**src/hw/rtl/srs_pkg.sv**
```systemverilog
// ----------------------------------------------------------------------------
// srs_pkg
// Types, constants and helpers of the series return statistics block.
// ----------------------------------------------------------------------------
`default_nettype none

package srs_pkg;

    localparam int COUNT_BITS = 20;
    localparam logic [COUNT_BITS-1:0] COUNT_MAX = '1;

    localparam logic [31:0] RET_MAX    = 32'h7FFF_FFFF;
    localparam logic [31:0] Q24_ONE    = 32'h0100_0000;
    // Largest ratio whose return still fits: RET_MAX + 1.0 in Q8.24.
    localparam logic [55:0] RATIO_SAT  = 56'h0000_0000_80FF_FFFF;

    // Iteration counts of the shared unit.
    localparam logic [6:0] STEPS_RATIO = 7'd56;
    localparam logic [6:0] STEPS_MEAN  = 7'd33;
    localparam logic [6:0] STEPS_MUL   = 7'd33;
    localparam logic [6:0] STEPS_VAR   = 7'd64;
    localparam logic [6:0] STEPS_SQRT  = 7'd44;

    // Operations of the shared unit.
    localparam logic [1:0] U_DIV  = 2'd0;
    localparam logic [1:0] U_SQRT = 2'd1;
    localparam logic [1:0] U_MUL  = 2'd2;

    // Result kinds.
    localparam logic [3:0] K_START_NAV   = 4'd0;
    localparam logic [3:0] K_START_TOTAL = 4'd1;
    localparam logic [3:0] K_END_NAV     = 4'd2;
    localparam logic [3:0] K_END_TOTAL   = 4'd3;
    localparam logic [3:0] K_MAX_RET     = 4'd4;
    localparam logic [3:0] K_MIN_RET     = 4'd5;
    localparam logic [3:0] K_MIN_NAV     = 4'd6;
    localparam logic [3:0] K_MAX_NAV     = 4'd7;
    localparam logic [3:0] K_MIN_TOTAL   = 4'd8;
    localparam logic [3:0] K_MAX_TOTAL   = 4'd9;
    localparam logic [3:0] K_STD_DEV     = 4'd10;
    localparam logic [3:0] K_COUNT       = 4'd11;

    typedef struct packed {
        logic [21:0] day_number;
        logic [31:0] nav_value;
        logic [47:0] total_value;
        logic        final_day;
    } t_in_word;

    typedef struct packed {
        logic [3:0]         stat_kind;
        logic signed [63:0] stat_value;
        logic [21:0]        stat_day;
        logic               last_stat;
    } t_out_word;

    typedef struct packed {
        logic        start;
        logic [1:0]  mode;
        logic [6:0]  steps;
        logic [87:0] x;
        logic [32:0] d;
    } t_unit_req;

    typedef struct packed {
        logic        done;
        logic [63:0] q;
        logic [65:0] acc;
    } t_unit_rsp;

    function automatic logic [32:0] mag33(input logic [32:0] v);
        return v[32] ? (33'd0 - v) : v;
    endfunction

endpackage

`default_nettype wire

```
**src/hw/rtl/series_return_statistics_core.sv**
```systemverilog
// ----------------------------------------------------------------------------
// series_return_statistics_core
// Running return statistics over a series of daily NAV and total samples.
// ----------------------------------------------------------------------------
// Each input word is one day. The first word of a series is the baseline;
// every later word yields a Q8.24 return that feeds min/max tracking and a
// running mean and M2. The word marked final_day produces twelve output words
// in kind order, the last one flagged with last_stat. All arithmetic that
// needs more than an add goes through one shared unit that retires one bit
// per cycle. A baseline word needs no unit work; a later word runs 56 divide
// steps for the ratio (none if the previous NAV is zero), 33 for the mean
// update and 33 multiply steps for M2. A final word with more than one
// return adds the variance divide (64 steps) and square root (44 steps),
// then sends the output words as the receiver takes them. The input
// stall stays high while a word is in work; configuration writes are accepted
// at any time but should only be made while the block is idle.
// ----------------------------------------------------------------------------
`default_nettype none

module series_return_statistics_core (
    input  logic               i_clk,
    input  logic               i_rst_n,
    input  logic               i_in_valid,
    output logic               o_in_stall,
    input  srs_pkg::t_in_word  i_in_word,
    output logic               o_out_valid,
    input  logic               i_out_stall,
    output srs_pkg::t_out_word o_out_word,
    input  logic               i_cfg_valid,
    output logic               o_cfg_ready,
    input  logic [31:0]        i_cfg_data
);
    import srs_pkg::*;

    localparam logic [3:0] S_IDLE   = 4'd0;
    localparam logic [3:0] S_LOAD   = 4'd1;
    localparam logic [3:0] S_RATIO  = 4'd2;
    localparam logic [3:0] S_UPD    = 4'd3;
    localparam logic [3:0] S_MEAN   = 4'd4;
    localparam logic [3:0] S_MSTART = 4'd5;
    localparam logic [3:0] S_MUL    = 4'd6;
    localparam logic [3:0] S_FIN    = 4'd7;
    localparam logic [3:0] S_VAR    = 4'd8;
    localparam logic [3:0] S_SQRT   = 4'd9;
    localparam logic [3:0] S_EMIT   = 4'd10;

    logic [3:0]  r_state, n_state;
    t_in_word    r_item, n_item;
    logic [31:0] r_begin_nav;

    // Series state.
    logic               r_seen, n_seen;
    logic [31:0]        r_start_nav, n_start_nav;
    logic [47:0]        r_start_total, n_start_total;
    logic [31:0]        r_prev, n_prev;
    logic [31:0]        r_nav_min, n_nav_min, r_nav_max, n_nav_max;
    logic [21:0]        r_nav_min_day, n_nav_min_day, r_nav_max_day, n_nav_max_day;
    logic [47:0]        r_tot_min, n_tot_min, r_tot_max, n_tot_max;
    logic [21:0]        r_tot_min_day, n_tot_min_day, r_tot_max_day, n_tot_max_day;
    logic signed [31:0] r_ret_min, n_ret_min, r_ret_max, n_ret_max;
    logic [21:0]        r_ret_min_day, n_ret_min_day, r_ret_max_day, n_ret_max_day;
    logic signed [32:0] r_mean, n_mean;
    logic [63:0]        r_m2, n_m2;
    logic [COUNT_BITS-1:0] r_count, n_count;

    // Per-word working registers.
    logic signed [31:0] r_ret, n_ret;
    logic signed [32:0] r_delta, n_delta;
    logic [43:0]        r_sd, n_sd;
    logic [3:0]         r_k, n_k;
    t_out_word          r_out, n_out;
    logic               r_out_valid, n_out_valid;

    t_unit_req unit_req;
    t_unit_rsp unit_rsp;

    srs_iter_unit u_unit (
        .i_clk   (i_clk),
        .i_rst_n (i_rst_n),
        .i_req   (unit_req),
        .o_rsp   (unit_rsp)
    );

    logic                  in_accept;
    logic [COUNT_BITS-1:0] count_inc;
    logic [55:0]           ratio;
    logic signed [31:0]    ret_from_ratio;
    logic signed [32:0]    delta_now;
    logic [32:0]           q_mean;
    logic signed [32:0]    mean_new;
    logic [32:0]           b_mag;
    logic [39:0]           prod;
    logic [64:0]           m2_sum;
    logic                  short_series;
    logic                  out_free;
    t_out_word             sel_word;

    assign in_accept  = i_in_valid && (r_state == S_IDLE);
    assign o_in_stall = (r_state != S_IDLE);
    assign count_inc  = (r_count != COUNT_MAX) ? r_count + 1'b1 : r_count;

    // A ratio beyond the Q8.24 range clips; otherwise the return fits 32 bits.
    assign ratio          = unit_rsp.q[55:0];
    assign ret_from_ratio = (ratio > RATIO_SAT) ? RET_MAX : (ratio[31:0] - Q24_ONE);

    assign delta_now = {r_ret[31], r_ret} - r_mean;
    assign q_mean    = unit_rsp.q[32:0];
    assign mean_new  = r_mean + (r_delta[32] ? (33'd0 - q_mean) : q_mean);
    assign b_mag     = mag33({r_ret[31], r_ret} - r_mean);
    assign prod      = unit_rsp.acc[63:24];
    assign m2_sum    = {1'b0, r_m2} + {25'd0, prod};

    assign short_series = (r_count == '0);
    assign out_free     = !r_out_valid || !i_out_stall;

    // Result word for the current kind index.
    always_comb begin
        sel_word.stat_kind  = r_k;
        sel_word.stat_value = 64'sd0;
        sel_word.stat_day   = 22'd0;
        sel_word.last_stat  = (r_k == K_COUNT);
        unique case (r_k)
            K_START_NAV: sel_word.stat_value =
                {32'd0, (short_series ? r_begin_nav : r_start_nav)};
            K_START_TOTAL: sel_word.stat_value = {16'd0, r_start_total};
            K_END_NAV: sel_word.stat_value =
                {32'd0, (short_series ? r_begin_nav : r_item.nav_value)};
            K_END_TOTAL: sel_word.stat_value = {16'd0, r_item.total_value};
            K_MAX_RET: begin
                sel_word.stat_value = {{32{r_ret_max[31]}}, r_ret_max};
                sel_word.stat_day   = r_ret_max_day;
            end
            K_MIN_RET: begin
                sel_word.stat_value = {{32{r_ret_min[31]}}, r_ret_min};
                sel_word.stat_day   = r_ret_min_day;
            end
            K_MIN_NAV: begin
                sel_word.stat_value = {32'd0, r_nav_min};
                sel_word.stat_day   = r_nav_min_day;
            end
            K_MAX_NAV: begin
                sel_word.stat_value = {32'd0, r_nav_max};
                sel_word.stat_day   = r_nav_max_day;
            end
            K_MIN_TOTAL: begin
                sel_word.stat_value = {16'd0, r_tot_min};
                sel_word.stat_day   = r_tot_min_day;
            end
            K_MAX_TOTAL: begin
                sel_word.stat_value = {16'd0, r_tot_max};
                sel_word.stat_day   = r_tot_max_day;
            end
            K_STD_DEV: sel_word.stat_value = {20'd0, r_sd};
            K_COUNT:   sel_word.stat_value = 64'(r_count);
            default:   sel_word.stat_value = 64'sd0;
        endcase
        // A series without any return reports only the fallback NAV.
        if (short_series && (r_k != K_START_NAV) && (r_k != K_END_NAV)) begin
            sel_word.stat_value = 64'sd0;
            sel_word.stat_day   = 22'd0;
        end
    end

    always_comb begin
        n_state       = r_state;
        n_item        = r_item;
        n_seen        = r_seen;
        n_start_nav   = r_start_nav;
        n_start_total = r_start_total;
        n_prev        = r_prev;
        n_nav_min     = r_nav_min;
        n_nav_max     = r_nav_max;
        n_nav_min_day = r_nav_min_day;
        n_nav_max_day = r_nav_max_day;
        n_tot_min     = r_tot_min;
        n_tot_max     = r_tot_max;
        n_tot_min_day = r_tot_min_day;
        n_tot_max_day = r_tot_max_day;
        n_ret_min     = r_ret_min;
        n_ret_max     = r_ret_max;
        n_ret_min_day = r_ret_min_day;
        n_ret_max_day = r_ret_max_day;
        n_mean        = r_mean;
        n_m2          = r_m2;
        n_count       = r_count;
        n_ret         = r_ret;
        n_delta       = r_delta;
        n_sd          = r_sd;
        n_k           = r_k;
        n_out         = r_out;
        n_out_valid   = r_out_valid && i_out_stall;

        unit_req.start = 1'b0;
        unit_req.mode  = U_DIV;
        unit_req.steps = STEPS_RATIO;
        unit_req.x     = {r_item.nav_value, 56'd0};
        unit_req.d     = {1'b0, r_prev};

        unique case (r_state)
            S_IDLE: begin
                if (in_accept) begin
                    n_item  = i_in_word;
                    n_state = S_LOAD;
                end
            end
            S_LOAD: begin
                if (!r_seen) begin
                    // Baseline seeds the start values and the level extremes.
                    n_seen        = 1'b1;
                    n_start_nav   = r_item.nav_value;
                    n_start_total = r_item.total_value;
                    n_prev        = r_item.nav_value;
                    n_nav_min     = r_item.nav_value;
                    n_nav_max     = r_item.nav_value;
                    n_nav_min_day = r_item.day_number;
                    n_nav_max_day = r_item.day_number;
                    n_tot_min     = r_item.total_value;
                    n_tot_max     = r_item.total_value;
                    n_tot_min_day = r_item.day_number;
                    n_tot_max_day = r_item.day_number;
                    n_state       = r_item.final_day ? S_FIN : S_IDLE;
                end else if (r_prev == 32'd0) begin
                    n_ret   = (r_item.nav_value != 32'd0) ? RET_MAX : 32'sd0;
                    n_state = S_UPD;
                end else begin
                    unit_req.start = 1'b1;
                    unit_req.mode  = U_DIV;
                    unit_req.steps = STEPS_RATIO;
                    unit_req.x     = {r_item.nav_value, 56'd0};
                    unit_req.d     = {1'b0, r_prev};
                    n_state        = S_RATIO;
                end
            end
            S_RATIO: begin
                if (unit_rsp.done) begin
                    n_ret   = ret_from_ratio;
                    n_state = S_UPD;
                end
            end
            S_UPD: begin
                if (r_item.total_value > r_tot_max) begin
                    n_tot_max     = r_item.total_value;
                    n_tot_max_day = r_item.day_number;
                end
                if (r_item.total_value < r_tot_min) begin
                    n_tot_min     = r_item.total_value;
                    n_tot_min_day = r_item.day_number;
                end
                if ((r_count == '0) || (r_ret > r_ret_max)) begin
                    n_ret_max     = r_ret;
                    n_ret_max_day = r_item.day_number;
                end
                if ((r_count == '0) || (r_ret < r_ret_min)) begin
                    n_ret_min     = r_ret;
                    n_ret_min_day = r_item.day_number;
                end
                if (r_item.nav_value > r_nav_max) begin
                    n_nav_max     = r_item.nav_value;
                    n_nav_max_day = r_item.day_number;
                end
                if (r_item.nav_value < r_nav_min) begin
                    n_nav_min     = r_item.nav_value;
                    n_nav_min_day = r_item.day_number;
                end
                n_count = count_inc;
                n_delta = delta_now;
                // Mean step: |delta| / n, the sign is put back afterwards.
                unit_req.start = 1'b1;
                unit_req.mode  = U_DIV;
                unit_req.steps = STEPS_MEAN;
                unit_req.x     = {mag33(delta_now), 55'd0};
                unit_req.d     = 33'(count_inc);
                n_state        = S_MEAN;
            end
            S_MEAN: begin
                if (unit_rsp.done) begin
                    n_mean  = mean_new;
                    n_state = S_MSTART;
                end
            end
            S_MSTART: begin
                unit_req.start = 1'b1;
                unit_req.mode  = U_MUL;
                unit_req.steps = STEPS_MUL;
                unit_req.x     = {b_mag, 55'd0};
                unit_req.d     = mag33(r_delta);
                n_state        = S_MUL;
            end
            S_MUL: begin
                if (unit_rsp.done) begin
                    n_m2    = m2_sum[64] ? 64'hFFFF_FFFF_FFFF_FFFF : m2_sum[63:0];
                    n_prev  = r_item.nav_value;
                    n_state = r_item.final_day ? S_FIN : S_IDLE;
                end
            end
            S_FIN: begin
                n_k = K_START_NAV;
                if (r_count > COUNT_BITS'(1)) begin
                    unit_req.start = 1'b1;
                    unit_req.mode  = U_DIV;
                    unit_req.steps = STEPS_VAR;
                    unit_req.x     = {r_m2, 24'd0};
                    unit_req.d     = 33'(r_count - 1'b1);
                    n_state        = S_VAR;
                end else begin
                    n_sd    = 44'd0;
                    n_state = S_EMIT;
                end
            end
            S_VAR: begin
                if (unit_rsp.done) begin
                    unit_req.start = 1'b1;
                    unit_req.mode  = U_SQRT;
                    unit_req.steps = STEPS_SQRT;
                    unit_req.x     = {unit_rsp.q, 24'd0};
                    unit_req.d     = 33'd0;
                    n_state        = S_SQRT;
                end
            end
            S_SQRT: begin
                if (unit_rsp.done) begin
                    n_sd    = unit_rsp.q[43:0];
                    n_state = S_EMIT;
                end
            end
            S_EMIT: begin
                if (out_free) begin
                    n_out       = sel_word;
                    n_out_valid = 1'b1;
                    n_k         = r_k + 4'd1;
                    if (r_k == K_COUNT) begin
                        // Series done: the next word is a new baseline.
                        n_seen        = 1'b0;
                        n_start_nav   = 32'd0;
                        n_start_total = 48'd0;
                        n_prev        = 32'd0;
                        n_nav_min     = 32'd0;
                        n_nav_max     = 32'd0;
                        n_nav_min_day = 22'd0;
                        n_nav_max_day = 22'd0;
                        n_tot_min     = 48'd0;
                        n_tot_max     = 48'd0;
                        n_tot_min_day = 22'd0;
                        n_tot_max_day = 22'd0;
                        n_ret_min     = 32'sd0;
                        n_ret_max     = 32'sd0;
                        n_ret_min_day = 22'd0;
                        n_ret_max_day = 22'd0;
                        n_mean        = 33'sd0;
                        n_m2          = 64'd0;
                        n_count       = '0;
                        n_state       = S_IDLE;
                    end
                end
            end
            default: n_state = S_IDLE;
        endcase
    end

    always_ff @(posedge i_clk) begin
        if (!i_rst_n) begin
            r_state       <= S_IDLE;
            r_begin_nav   <= 32'h0001_0000;
            r_seen        <= 1'b0;
            r_start_nav   <= 32'd0;
            r_start_total <= 48'd0;
            r_prev        <= 32'd0;
            r_nav_min     <= 32'd0;
            r_nav_max     <= 32'd0;
            r_nav_min_day <= 22'd0;
            r_nav_max_day <= 22'd0;
            r_tot_min     <= 48'd0;
            r_tot_max     <= 48'd0;
            r_tot_min_day <= 22'd0;
            r_tot_max_day <= 22'd0;
            r_ret_min     <= 32'sd0;
            r_ret_max     <= 32'sd0;
            r_ret_min_day <= 22'd0;
            r_ret_max_day <= 22'd0;
            r_mean        <= 33'sd0;
            r_m2          <= 64'd0;
            r_count       <= '0;
            r_k           <= K_START_NAV;
            r_out_valid   <= 1'b0;
        end else begin
            r_state       <= n_state;
            if (i_cfg_valid) begin
                r_begin_nav <= i_cfg_data;
            end
            r_seen        <= n_seen;
            r_start_nav   <= n_start_nav;
            r_start_total <= n_start_total;
            r_prev        <= n_prev;
            r_nav_min     <= n_nav_min;
            r_nav_max     <= n_nav_max;
            r_nav_min_day <= n_nav_min_day;
            r_nav_max_day <= n_nav_max_day;
            r_tot_min     <= n_tot_min;
            r_tot_max     <= n_tot_max;
            r_tot_min_day <= n_tot_min_day;
            r_tot_max_day <= n_tot_max_day;
            r_ret_min     <= n_ret_min;
            r_ret_max     <= n_ret_max;
            r_ret_min_day <= n_ret_min_day;
            r_ret_max_day <= n_ret_max_day;
            r_mean        <= n_mean;
            r_m2          <= n_m2;
            r_count       <= n_count;
            r_k           <= n_k;
            r_out_valid   <= n_out_valid;
        end
        r_item  <= n_item;
        r_ret   <= n_ret;
        r_delta <= n_delta;
        r_sd    <= n_sd;
        r_out   <= n_out;
    end

    assign o_cfg_ready = 1'b1;
    assign o_out_valid = r_out_valid;
    assign o_out_word  = r_out;

endmodule

`default_nettype wire

```
**src/hw/rtl/srs_iter_unit.sv**
```systemverilog
// ----------------------------------------------------------------------------
// srs_iter_unit
// Shared one-bit-per-cycle unit: restoring divide, square root, shift-add
// multiply, all through one adder.
// ----------------------------------------------------------------------------
`default_nettype none

module srs_iter_unit (
    input  logic              i_clk,
    input  logic              i_rst_n,
    input  srs_pkg::t_unit_req i_req,
    output srs_pkg::t_unit_rsp o_rsp
);
    import srs_pkg::*;

    logic [87:0] r_x, n_x;
    logic [65:0] r_r, n_r;
    logic [63:0] r_q, n_q;
    logic [32:0] r_d, n_d;
    logic [1:0]  r_mode, n_mode;
    logic [6:0]  r_cnt, n_cnt;
    logic        r_busy, n_busy;
    logic        r_done, n_done;

    logic [65:0] opa;
    logic [65:0] opb;
    logic        sub;
    logic [66:0] sum;

    always_comb begin
        opa = {r_r[64:0], r_x[87]};
        opb = {33'd0, r_d};
        sub = 1'b1;
        unique case (r_mode)
            U_DIV: begin
                opa = {r_r[64:0], r_x[87]};
                opb = {33'd0, r_d};
                sub = 1'b1;
            end
            U_SQRT: begin
                opa = {r_r[63:0], r_x[87:86]};
                opb = {r_q, 2'b01};
                sub = 1'b1;
            end
            U_MUL: begin
                opa = {r_r[64:0], 1'b0};
                opb = r_x[87] ? {33'd0, r_d} : 66'd0;
                sub = 1'b0;
            end
            default: begin
                opa = r_r;
                opb = 66'd0;
                sub = 1'b0;
            end
        endcase
        sum = {1'b0, opa} + (sub ? (~{1'b0, opb} + 67'd1) : {1'b0, opb});
    end

    always_comb begin
        n_x    = r_x;
        n_r    = r_r;
        n_q    = r_q;
        n_d    = r_d;
        n_mode = r_mode;
        n_cnt  = r_cnt;
        n_busy = r_busy;
        n_done = 1'b0;
        if (i_req.start) begin
            n_x    = i_req.x;
            n_d    = i_req.d;
            n_mode = i_req.mode;
            n_cnt  = i_req.steps;
            n_r    = 66'd0;
            n_q    = 64'd0;
            n_busy = 1'b1;
        end else if (r_busy) begin
            unique case (r_mode)
                U_DIV: begin
                    n_r = sum[66] ? opa : sum[65:0];
                    n_q = {r_q[62:0], ~sum[66]};
                    n_x = {r_x[86:0], 1'b0};
                end
                U_SQRT: begin
                    n_r = sum[66] ? opa : sum[65:0];
                    n_q = {r_q[62:0], ~sum[66]};
                    n_x = {r_x[85:0], 2'b00};
                end
                U_MUL: begin
                    n_r = sum[65:0];
                    n_x = {r_x[86:0], 1'b0};
                end
                default: begin
                    n_r = r_r;
                end
            endcase
            n_cnt = r_cnt - 7'd1;
            if (r_cnt == 7'd1) begin
                n_busy = 1'b0;
                n_done = 1'b1;
            end
        end
    end

    always_ff @(posedge i_clk) begin
        if (!i_rst_n) begin
            r_busy <= 1'b0;
            r_done <= 1'b0;
            r_cnt  <= 7'd0;
            r_mode <= U_DIV;
        end else begin
            r_busy <= n_busy;
            r_done <= n_done;
            r_cnt  <= n_cnt;
            r_mode <= n_mode;
        end
        r_x <= n_x;
        r_r <= n_r;
        r_q <= n_q;
        r_d <= n_d;
    end

    assign o_rsp.done = r_done;
    assign o_rsp.q    = r_q;
    assign o_rsp.acc  = r_r;

endmodule

`default_nettype wire

```
**config.mk**
```make
export PLATFORM = sky130hd
export DESIGN_NAME = series_return_statistics_core
export DESIGN_NICKNAME = d
export VERILOG_FILES = /design/src/hw/rtl/srs_pkg.sv /design/src/hw/rtl/series_return_statistics_core.sv /design/src/hw/rtl/srs_iter_unit.sv
export SDC_FILE = /design/constraint.sdc
export NUM_CORES = 2
export LEC_CHECK = 0
export BUFFER_PORTS_ARGS = -buffer_cell sky130_fd_sc_hd__buf_4
export CAP_MARGIN = 20
export CORE_AREA = 2 2 526 528
export DETAILED_ROUTE_END_ITERATION = 8
export DIE_AREA = 0 0 528 530
export HOLD_SLACK_MARGIN = 0.05
export PLACE_DENSITY = 0.46
export RECOVER_POWER = 100
export SLEW_MARGIN = 30
export SYNTH_ARGS = -nofsm -noshare
export SYNTH_HDL_FRONTEND = slang
export SYNTH_SLANG_ARGS = --single-unit
```
**constraint.sdc**
```tcl
create_clock -name i_clk -period 11.48 [get_ports i_clk]
set_input_delay 0.574 -clock i_clk [delete_from_list [all_inputs] [get_ports i_clk]]
set_output_delay 0.574 -clock i_clk [all_outputs]
set_load 0.02 [all_outputs]
```
# Word level (Yosys, flattened, before mapping)
# Index checks and enable logic that the tools add are counted.
dict set report totals {
  out_inout_bits 94
  elab_cells 271
  input_bits 140
  regBits 1192
}
dict set report op_classes {
  mux 107
  eq_ne 44
  magnitude_cmp 8
  bitwise_logic 4
  reduce_logical 53
  n_addsub 13
}
# operator n
set op_table {}
lappend op_table {{one-hot mux 64 bit (12 select lines)} 1}
lappend op_table {{one-hot mux 131 bit (5 select lines)} 1}
lappend op_table {{2-to-1 mux 131 bit} 4}
lappend op_table {{2-to-1 mux 32 bit} 14}
lappend op_table {{one-hot mux 66 bit (3 select lines)} 2}
lappend op_table {{one-hot mux 32 bit (3 select lines)} 3}
lappend op_table {{one-hot mux 48 bit (3 select lines)} 2}
lappend op_table {{one-hot mux 22 bit (3 select lines)} 4}
lappend op_table {{2-to-1 mux 64 bit} 4}
lappend op_table {{one-hot mux 32 bit (2 select lines)} 4}
lappend op_table {{2-to-1 mux 48 bit} 5}
lappend op_table {{2-to-1 mux 33 bit} 7}
lappend op_table {{2-to-1 mux 22 bit} 9}
lappend op_table {{2-to-1 mux 88 bit} 2}
lappend op_table {{one-hot mux 88 bit (2 select lines)} 1}
lappend op_table {{one-hot mux 22 bit (6 select lines)} 1}
lappend op_table {{one-hot mux 66 bit (2 select lines)} 1}
lappend op_table {{one-hot mux 64 bit (2 select lines)} 1}
lappend op_table {{subtractor 1 x 33 -> 33 bit (first input constant)} 3}
lappend op_table {{one-hot mux 48 bit (2 select lines)} 1}
lappend op_table {{2-to-1 mux 44 bit} 2}
lappend op_table {{one-hot mux 22 bit (2 select lines)} 2}
lappend op_table {{one-hot mux 44 bit (2 select lines)} 1}
lappend op_table {{adder 66 x 67 -> 67 bit} 1}
lappend op_table {{other kinds (60)} 153}

# Longest topological paths before layout
dict set report logic_depth {
  depth_word 8
  mapped_depth 32
  ltp_nobuf 24
}

# Cells and area by module
# From an unflattened synthesis, not the netlist that was laid out.
dict set report unflattened {
  hier_cells 8552
  hier_area_um2 72130.4
}
# module instances area_per_inst_um2 cells_each seq_area_each_um2
set modules_own_cells {}
lappend modules_own_cells {series_return_statistics_core 1 53406.2 6253 21200.3}
lappend modules_own_cells {srs_iter_unit 1 18724.2 2299 6456.2}

# Worst setup path after synthesis
# OpenSTA, ideal clock, no wires.
dict set report synth_timing {
  path_type {register to register}
  startpoint {reg u_unit.r_mode[1]}
  endpoint {reg u_unit.r_r[50]}
  period_less_slack_ns 7.114
  setup_slack_ns 4.366
  path_stages_with_launch 32
  arrival_ns 7.028
  path_buffers 10
  setup_time_ns 0.086
  required_ns 11.394
  path_cell_list {dfxtp_1 > clkbuf_1 > buf_2 > buf_1 > buf_1 > clkbuf_1 > buf_1 > clkbuf_1 > nand2_1 > o21ai_0 > ha_1 > nand3_1 > nor4_1 > nand3_1 > a21oi_1 > a21o_1 > a31oi_1 > ha_1 > clkbuf_1 > nand2_1 > o21ai_0 > a211oi_1 > o31ai_1 > a311o_1 > o211ai_1 > a21bo_2 > a311o_1 > or2_1 > buf_6 > buf_6 > mux2i_1 > a211oi_1}
}
dict set report synth_between {
  elab_chain_cells 8
  elab_cells_between_ends 15
  classes_between {2 x add/sub; 2 x eq/ne; 6 x mux; 1 x bitwise; 4 x reduce/logical}
}
# item line_no
set synth_rtl {}
lappend synth_rtl {{start, declared} srs_iter_unit.sv:20} ;# logic [1:0] r_mode, n_mode;
lappend synth_rtl {{start signal, assigned} srs_iter_unit.sv:114} ;# r_mode <= n_mode;
lappend synth_rtl {{equality test 2 bit, or another cell as far along} {srs_iter_unit.sv:34, srs_iter_unit.sv:77}}
lappend synth_rtl {{one-hot mux 66 bit (3 select lines)} srs_iter_unit.sv:34} ;# unique case (r_mode)
lappend synth_rtl {{NOT 66 -> 67 bit} srs_iter_unit.sv:56} ;# sum = {1'b0, opa} + (sub ? (~{1'b0, opb} + 67'd1) : {1'b0, opb});
lappend synth_rtl {{adder 67 x 1 -> 67 bit} srs_iter_unit.sv:56}
lappend synth_rtl {{2-to-1 mux 67 bit} srs_iter_unit.sv:56}
lappend synth_rtl {{adder 66 x 67 -> 67 bit} srs_iter_unit.sv:56}
lappend synth_rtl {{2-to-1 mux 66 bit} {srs_iter_unit.sv:79, srs_iter_unit.sv:84}}
lappend synth_rtl {{one-hot mux 66 bit (2 select lines)} srs_iter_unit.sv:77} ;# unique case (r_mode)
lappend synth_rtl {{end signal, assigned} srs_iter_unit.sv:117} ;# r_r <= n_r;
lappend synth_rtl {{end, declared} srs_iter_unit.sv:17} ;# logic [65:0] r_r, n_r;
# Several ways; a longest one is shown, not always the timed one.
# A chain may end at the register's enable or synchronous reset.

==> results.cfg <==
[clock_network]
clk_pin_slew_worst_paths_ns = 0.06
cts_buffers = 156
cts_tree = built
root_buffer = clkbuf_16
cts_sinks = 1153
clk_latency_ns = 0.85
cts_hold_buffers = 135
clk_path_buf_depth = 4
post_cts_buffers = 0
htreeDepth = 4
cts-resized-gates = 0

[placement]
place_congestion = 0.940
port_buffers = 232
dpl_cell_area_sq_um = 76300
dp_hpwl_um = 234000

[detailed_routing]
firstDrtPassIters = 6
wl_um = 322000
drt-initial-drc-count = 6406
ant_nets = 0
drc = 0
vias = 66600
viasPerCell = 5.46
wl_per_cell_um = 26.4

[setup_path]
required_ns = 12.21
reg2reg_to = u_unit.r_x[78]$_DFFE_PP_
rr_worst_depth = 14
crit_fanout = 81
r2r_setup_slack_ns = 1.90
r2r-start = r_state[3]$_SDFFE_PN0P_
cp_data_arrival_time_ns = 10.69
worst_setup_path_end_kind = register
critPathKind = input port to register
setup.worst_path.start_class = input port

[die]
initial_core_util_pct = 25.9
die_h_um = 530
boundaryPins = 234
die_w_um = 528
die-area_sq_um = 280000
fp-row-count = 193
core_area_sq_um = 275000

[timing]
whs_ns = 0.201
drv_slew = 1667
relSlewSlack_pct = -412
tns_ns = 0
worstMarginPinSlew_ns = 7.68
max_freq_mhz = 100
finalHoldViolCount = 0
grt_setup_unrepaired = false
finalSetupViolations = 0
skew_ns = 0.0762
period_needed_ns = 9.97
fin_crit_sh_pct = 86.8

[hold_path]
min_from = i_out_stall
hold_path_class = input port to register
holdPathStages = 3
min_to = o_out_valid$_SDFF_PN0_

[cells_and_area]
multi_input_area_sq_um = 40700
layout_common_cells = 1108 x nand2_1, 784 x a21oi_1, 766 x dfxtp_1
post-route-util_pct = 29.9
drive_above_1_share_pct = 6.38
finalInstanceArea_sq_um = 82000
nets = 8997
fillers = 29100
layout_commonest_cell = nand2_1
area_delta_synth_final_pct = 15.4
seq_area_sq_um = 26900

[synthesis]
synth.distinct_cells = 89
synth_seq_cells = 1153
syn_inst = 8397
ys_seq_area_share_pct = 37.9
synth_area_sq_um = 71100
yosysWarningCount = 0
ys.flop_type = dfxtp_1
synthArstFlopShare_pct = 0
synth_edf_count = 385
yosysTopAreaCell = dfxtp_1
synth_top_area_share_pct = 21.6
syn-num-nets = 8948
synth_area_per_cell_sq_um = 8.47
synth_area_leaders = dfxtp_1 22%, edfxtp_1 16%, ha_1 7.2%, mux2i_1 7.1%, nand2_1 5.9%

[power_and_ir_drop]
p_per_area_nw_per_um2 = 242
p_leak_uw = 0.0306
ir_worst_vdd_mv = 0.161

[global_routing]
antenna_found_initial = 27
gr-total-overflow = 0
grt_max_degree = 157
grt_pass1_vias = 62500
grt_first_pass_wirelength_um = 457000
gr-usage-all-layers_pct = 22.0

[run_status]
violations = max-capacitance violations, max-slew violations
outcome = complete, but fails checks

[flow_run]
drv_cap = 38
critical path, cell delays in order:
cell and delay [ns]:
clkbuf_1 0.64, clkinvlp_2 2.47, clkbuf_1 2.38, clkbuf_1 2.65
buf_4 1.11, nor3_1 0.16, nand2_1 0.16, o21ai_0 0.09
a211o_1 0.29
final cells by class:
class / count / area share, %
flip-flops and latches: 1153 / 32.8
well taps: 3607 / 5.50
clock buffers: 216 / 5.32
multi-input cells: 6292 / 49.6
clock inverters: 58 / 0.737
inverters: 337 / 1.55
diodes: 13 / 0.0397
repair buffers: 506 / 4.42
flip-flops by register name, summed over array words and instances, names as in the netlist, 33 cells and up:
register       flops
r_delta           33
u_unit.r_x        64
o_out_word        76
r_tot_min         48
r_m2              64
u_unit.r_q        64
u_unit.r_d        33
u_unit.r_r        66
r_tot_max         48
r_mean            33
r_item           103
r_start_total     48
r_sd              44
layer usage:
metal	vias to the layer above	part of all wire (%)	global-route usage, %
li1	30600	-	-
met4	0	5.4	10.2
met1	32700	44	29.6
met5	-	0	0
met2	2662	44	35.1
met3	582	6.5	2.72
synthesized netlist by cell type (75+ instances only):
cell and count:
a31oi_1 84, nand3_1 210, a21o_1 186, and2_1 124, nor2b_1 75, nor3_1 243
a21oi_1 787, xnor2_1 169, clkbuf_1 515, a22oi_1 191, o21ai_0 450, ha_1 407
mux2i_1 504, inv_1 335, edfxtp_1 385, nor2_1 529, nand4_1 128, xor2_1 131
dfxtp_1 768, nand2_1 1113
cell families after synthesis:
group | count (synthesis) | share of synthesized area, %
other cells | 1 | 0.00528
mux | 509 | 7.18
buf+inv | 952 | 5.22
fa+ha+maj | 411 | 7.28
flops | 1153 | 37.9
compound gates | 2348 | 21.1
xor+xnor | 300 | 3.70
simple gates | 2723 | 17.6
worst max-delay path by stage:
stage	to	startpoint	slack, ns
final	r_tot_min[26]$_SDFFE_PN0P_	i_rst_n	1.51
after global routing	r_tot_min[25]$_SDFFE_PN0P_	i_rst_n	1.20
after CTS	u_unit.r_r[33]$_SDFFE_PP0P_	u_unit.r_mode[0]$_SDFFE_PN0P_	3.01
after detailed placement	u_unit.r_r[33]$_SDFFE_PP0P_	u_unit.r_mode[0]$_SDFFE_PN0P_	3.06
after global placement	u_unit.r_r[1]$_SDFFE_PP0P_	u_unit.r_mode[0]$_SDFFE_PN0P_	2.82
after floorplan	u_unit.r_r[50]$_SDFFE_PP0P_	u_unit.r_mode[1]$_SDFFE_PN0P_	4.37
power by group:
| part | internal [uW] | total [uW] | switching [uW] | leakage [uW] |
|---|---|---|---|---|
| Sequential | 5330 | 6480 | 1140 | 0.00993 |
| Clock | 2900 | 4910 | 2010 | 0.00242 |
| Combinational | 3140 | 8440 | 5290 | 0.0183 |
through the flow:
| stage | setup WS [ns] | cells | total power, uW |
|---|---|---|---|
| final | 1.51 | 12200 | 19800 |
| after floorplan | 4.37 | 8397 | 11800 |
| after CTS | 3.01 | 12200 | 19800 |
| after global routing | 1.20 | 12200 | 20900 |
| after detailed placement | 3.06 | 11800 | 14800 |
| after global placement | 2.82 | 11800 | 14700 |
No activity file was read; power rests on OpenSTA's default activity.
